$ cat src/rtl/bezier_curve_point_eval_macros.svh
// Assertion macros shared by the Bezier evaluator RTL.
// Each macro expects clk and rst_n to be visible where it is used.
`ifndef BEZIER_CURVE_POINT_EVAL_MACROS_SVH
`define BEZIER_CURVE_POINT_EVAL_MACROS_SVH

// Same-cycle implication, checked out of reset.
`define BCPE_ASSERT_SAME(label, ante, cons) \
  label: assert property (@(posedge clk) disable iff (!rst_n) (ante) |-> (cons)) \
    else $error("bezier evaluator assertion failed");

// Next-cycle implication, checked out of reset.
`define BCPE_ASSERT_NEXT(label, ante, cons) \
  label: assert property (@(posedge clk) disable iff (!rst_n) (ante) |=> (cons)) \
    else $error("bezier evaluator assertion failed");

`endif

$ cat src/rtl/bcpe_pkg.sv
// Package for the Bezier curve point evaluator: sizes, constants and the
// control struct that the top level hands to each point cell. No dependencies.
`timescale 1ns / 1ps
package bcpe_pkg;

  localparam int MAX_POINTS = 16;
  localparam int IDX_W      = $clog2(MAX_POINTS);
  localparam int CNT_W      = $clog2(MAX_POINTS + 1);
  localparam int COORD_W    = 32;
  localparam int T_W        = 17;
  localparam int PROD_W     = COORD_W + 1 + T_W + 1;

  localparam logic [T_W-1:0] T_ONE = T_W'(65536);

  typedef logic signed [COORD_W-1:0] coord_t;

  typedef struct packed {
    logic           mul_en;
    logic           add_en;
    logic [T_W-1:0] t;
  } bcpe_ctrl_t;

endpackage

$ cat src/rtl/bcpe_cell.sv
// One cell of the point chain: holds one control point and blends it toward
// its right neighbor in two steps (multiply, then add). Uses bcpe_pkg.
`timescale 1ns / 1ps
module bcpe_cell (
  input  logic                clk,
  input  logic                load_en,
  input  bcpe_pkg::coord_t    load_x,
  input  bcpe_pkg::coord_t    load_y,
  input  bcpe_pkg::coord_t    nbr_x,
  input  bcpe_pkg::coord_t    nbr_y,
  input  bcpe_pkg::bcpe_ctrl_t ctrl,
  output bcpe_pkg::coord_t    pt_x,
  output bcpe_pkg::coord_t    pt_y
);
  import bcpe_pkg::*;

  coord_t                    x_r;
  coord_t                    y_r;
  coord_t                    prodx_r;
  coord_t                    prody_r;
  logic signed [COORD_W:0]   diff_x;
  logic signed [COORD_W:0]   diff_y;
  logic signed [T_W:0]       t_s;
  logic signed [PROD_W-1:0]  mul_x;
  logic signed [PROD_W-1:0]  mul_y;

  // The blend a*(1-t) + b*t equals a + floor((b-a)*t / 2^16); the sum wraps
  // correctly in 32 bits because the result lies between a and b.
  always_comb begin
    diff_x = {nbr_x[COORD_W-1], nbr_x} - {x_r[COORD_W-1], x_r};
    diff_y = {nbr_y[COORD_W-1], nbr_y} - {y_r[COORD_W-1], y_r};
    t_s    = $signed({1'b0, ctrl.t});
    mul_x  = diff_x * t_s;
    mul_y  = diff_y * t_s;
  end

  always_ff @(posedge clk) begin
    if (load_en) begin
      x_r <= load_x;
      y_r <= load_y;
    end else if (ctrl.add_en) begin
      x_r <= x_r + prodx_r;
      y_r <= y_r + prody_r;
    end
    if (ctrl.mul_en) begin
      prodx_r <= mul_x[COORD_W+15:16];
      prody_r <= mul_y[COORD_W+15:16];
    end
  end

  assign pt_x = x_r;
  assign pt_y = y_r;

endmodule

$ cat config.mk
export PLATFORM = sky130hd
export DESIGN_NAME = bcpe_cell
export DESIGN_NICKNAME = d
export VERILOG_FILES = /design/src/rtl/bezier_curve_point_eval_macros.svh /design/src/rtl/bcpe_pkg.sv /design/src/rtl/bcpe_cell.sv
export SDC_FILE = /design/constraint.sdc
export NUM_CORES = 2
export LEC_CHECK = 0
export BUFFER_PORTS_ARGS = -buffer_cell sky130_fd_sc_hd__buf_2
export CORE_AREA = 2 2 336 338
export DETAILED_ROUTE_END_ITERATION = 8
export DIE_AREA = 0 0 338 340
export GPL_TIMING_DRIVEN = 0
export SLEW_MARGIN = 0
export SYNTH_ARGS = -nofsm -noshare
export SYNTH_HDL_FRONTEND = slang
export SYNTH_SLANG_ARGS = --single-unit
$ cat constraint.sdc
create_clock -name clk -period 19 [get_ports clk]
set_input_delay 1.9 -clock clk [delete_from_list [all_inputs] [get_ports clk]]
set_output_delay 1.9 -clock clk [all_outputs]
set_load 0.01 [all_outputs]
# After elaboration in Yosys (flattened, before gate mapping)
# Cells that the tools add are included.
word_totals:
  reg_bits: 128
  latch_bits: 0
  mem_bits_rw: 0
  rom_bits: 0
  inputBits: 149
  elab_cells: 15
  memories: 0
op_classes:
  add_sub_neg: 4
  multipliers: 2
  n_div: 0
  magnitude_cmp: 0
  eq_ne: 0
  n_shift: 0
  n_mux: 4
  bitwise_logic: 0
  n_reduce_logical: 1
ops:
  columns: ["cell", "count"]
  rows:
  - ["32-bit two-way mux", 4]
  - ["33-bit by 18-bit multiplier with 48-bit output", 2]
  - ["32-bit by 32-bit subtractor with 33-bit output", 2]
  - ["32-bit adder", 2]
  - ["2-bit nonzero test", 1]

# Logic depth before layout (Yosys ltp)
logic_depth:
  ltp_word: 3
  depth_mapped: 36
  depth_no_buf: 35

# Worst setup path after synthesis
# Ideal clock, no wire load.
synth_path:
  path_kind: "input port to flip-flop"
  startpoint: "in nbr_y[12]"
  endpoint: "reg prody_r[29], data pin"
  setup_ns: 0.269
  arrival_ns: 9.457
  path_slack_ns: 9.274
  cell_stages: 32
  cell_sequence: "ha_1 a41o_1 a221oi_2 o21ai_1 o31a_1 o21a_1 o21ai_1 or4b_1 o211ai_2 buf_2 and2_1 fa_1 inv_1 fa_1 fa_1 inv_1 fa_1 fa_1 inv_1 fa_1 inv_1 ha_1 and4_1 nand2_1 a211oi_1 o21ai_0 a211oi_1 o21a_1 o21a_1 nor2_1 o31ai_1 xor2_1"
synth_between:
  elab_chain_len: 2
synth_rtl:
  columns: ["item", "line", "rtl"]
  rows:
  - ["start, declared", "bcpe_cell.sv:10", "input bcpe_pkg::coord_t nbr_y,"]
  - ["32-bit by 32-bit subtractor with 33-bit output", "bcpe_cell.sv:31", "diff_y = {nbr_y[COORD_W-1], nbr_y} - {y_r[COORD_W-1], y_r};"]
  - ["33-bit by 18-bit multiplier with 48-bit output", "bcpe_cell.sv:34", "mul_y = diff_y * t_s;"]
  - ["net mul_y[45]", "bcpe_cell.sv:25", "logic signed [PROD_W-1:0] mul_y;"]
  - ["end signal, assigned", "bcpe_cell.sv:47", "prody_r <= mul_y[COORD_W+15:16];"]
  - ["end, declared", "bcpe_cell.sv:20", "coord_t prody_r;"]
# The timed path passes the listed nets, and every way through them passes these cells.
# A chain may end at the register's enable or synchronous reset.

# Worst setup path in the final report
layout_path:
  startpoint: "in nbr_y[8]"
  endpoint: "reg prody_r[31], data pin"
# Same word-level chain as after synthesis.

==> impl_metrics.toml <==
[floorplan]
core_area_sq_um = 112000
rows = 123
die_x_microns = 338
fp.dieH_microns = 340
die_area_sq_um = 115000
initial_core_util_pct = 43.6
ios = 213

[worst_hold_path]
holdCritStartpoint = "prodx_r[0]$_DFFE_PP_"
hold_depth = 2
hold_class = "flop to flop"

[synthesis]
async_flop_share_pct = 0
synth_area_sq_um = 48600
yosysUniqueCellTypes = 85
synth-seq-area-share_pct = 7.91
synth_mux_area_share_pct = 0.463
synthSimpleGateAreaFrac_pct = 16.8
ys_ff_latch = 128
ys_warn_count = 0
synthFlopType = "edfxtp_1"
syn_inst = 5474
avgSynthCellArea_sq_um = 8.88
synth_top_family_by_area = "adder cells"
yosys.area_share.xor_xnor_pct = 3.33
synth_compound_area_share_pct = 8.11
synth_nets = 7001
synth_edf_count = 128
synth-adder-area-share_pct = 51.4

[timing]
finalSetupViolCount = 0
period_minus_slack_ns = 11.75
fin_hold_ws_ns = 0.673
relSlewSlack_pct = 3.26
setup_tns_ns = 0
hold_viol_final = 0
clock-skew-final_ns = 0.0176
tightest_slew_ns = 1.45
drv_slew = 0
period_share_pct = 61.8
fin_ws_ns = 7.25
rsz0062_at_grt = "no"
max_freq_ghz = 0.0851

[global_routing]
grt_use_total_pct = 28.2
grt_max_degree = 51
grt_pass1_wl_microns = 239000
grt.overflow.total = 0
antenna_found_initial = 25
grt_pass1_vias = 39112

[setup_path]
critPathMaxStageDelay_ns = 1.06
crit_path_frequent_cell = "fa_1"
regToRegStartpoint = "pt_y[1]$_DFFE_PP_"
worstSetupEndpointType = "flop"
worstPathArrival_ns = 11.97
cp-startpoint = "nbr_y[8]"
crit_fanout = 10
crit_required_ns = 19.23
worstSetupPathType = "primary input to flop"
worstRegToRegCells = 32
cp-start-kind = "primary input"
critical-path-slowest-cell = "xnor2_1"

[clock_network]
post_cts_buffers = 0
clock-sinks = 128
cts_resized = 0
htreeDepth = 4
clock_latency_ns = 0.51
clk_pin_slew_ns = 0.07
cts_root_buf = "clkbuf_16"
numCtsBuffers = 17
cts_tree = "done"
cts_buffer_depth = 2
cts_hold_buffers = 0

[routing]
ant_nets = 0
dr_total_vias = 38454
drc_errors = 0
routedWlPerCell_microns = 21.8
viasPerCell = 5.32
drt_first_pass_iters = 8
drt_wl_total_microns = 158000
drt_iter0_markers = 3175

[finish]
stdcell_area_sq_um = 52200
fillers = 11041
nNetsFinal = 7230
final_common_cell = "inv_1"
drive_above_1_share_pct = 5.11
area_growth_syn_to_layout_pct = 7.38
mostFrequentLayoutCells = "1,306 x inv_1, 1,032 x fa_1, 687 x nand2_1, 529 x and2_1, 346 x ha_1"

[placed_design]
dp_slack_ns = 6.95
portBuffers = 208
postPlaceCellArea_sq_um = 51600
hpwl_microns = 131000
gp_congestion = 0.951

[status]
status = "finished clean"

[job]
max_cap_viol_count = 0
[cell type report]
class / instances / area [sq um] / area share, %
clock buffer: 17 / 425 / 0.815
multi-input combinational: 3798 / 38900 / 74.6
inverter: 1308 / 4910 / 9.41
tap: 1500 / 1880 / 3.60
sequential: 128 / 3840 / 7.37
clock inverter: 14 / 165 / 0.317
timing repair buffer: 210 / 1090 / 2.09
antenna: 8 / 20.0 / 0.0384
buffer: 240 / 918 / 1.76
[final timing paths]
check | to | slack [ns]
worst min register to register | pt_x[0]$_DFFE_PP_ | 0.67
worst min-delay path | pt_x[0]$_DFFE_PP_ | 0.67
worst max-delay path | prody_r[31]$_DFFE_PP_ | 7.25
worst max register to register | prody_r[31]$_DFFE_PP_ | 8.22
[stage by stage]
step,instances,util (%)
floorplan,5474,-
global placement,7182,46.2
detailed placement,7184,46.2
CTS,7215,46.7
global route,7216,46.8
finish,7223,46.8
[layer usage]
metal	vias to the layer above	GRT usage, %	part of all wire [%]
met3	316	5.61	9.1
met2	1583	43.7	45
met1	19560	37.7	40
li1	16987	-	-
met4	8	13.9	5.7
met5	-	0	0.032
[critical path: cells and delay by family]
| kind | cells | cell delay, ns |
|---|---|---|
| buffers and inverters | 6 | 0.96 |
| adders and majority gates | 8 | 3.57 |
| and+or+nand+nor | 4 | 0.93 |
| xor gates and xnor gates | 3 | 1.38 |
| AOI/OAI and AO/OA | 10 | 3.20 |
[registers in the layout, summed over array words and instances, names as in the netlist]
| signal | flops |
|---|---|
| pt_x | 32 |
| prody_r | 32 |
| prodx_r | 32 |
| pt_y | 32 |
[cell usage after synthesis (all sizes together) (12+ instances only)]
master	instances	area (sq um)
clkbuf	234	878
o311ai	15	154
edfxtp	128	3840
and3	20	125
nand2	687	2580
a21oi	132	668
a311oi	14	123
fa	1032	20700
a31oi	18	113
o211ai	16	125
nor2	118	445
xor2	60	526
a21o	73	549
nor2b	90	563
a211oi	30	230
mux2	12	135
nand3	33	165
ha	346	4330
and2	529	3310
nand4	32	200
xnor2	122	1070
nand2b	37	231
o31ai	12	109
nor3	42	210
o21a	39	293
o21ai	152	764
inv	1306	4900
[cell families after synthesis]
family          after synthesis
simple gates               1631
buf+inv                    1548
fa+ha+maj                  1378
compound gates              585
xor+xnor                    183
flops                       128
mux                          21
Power is left out: the tool's default activity adds up to more than one toggle a clock period on the data nets, which glitch-free logic cannot reach.
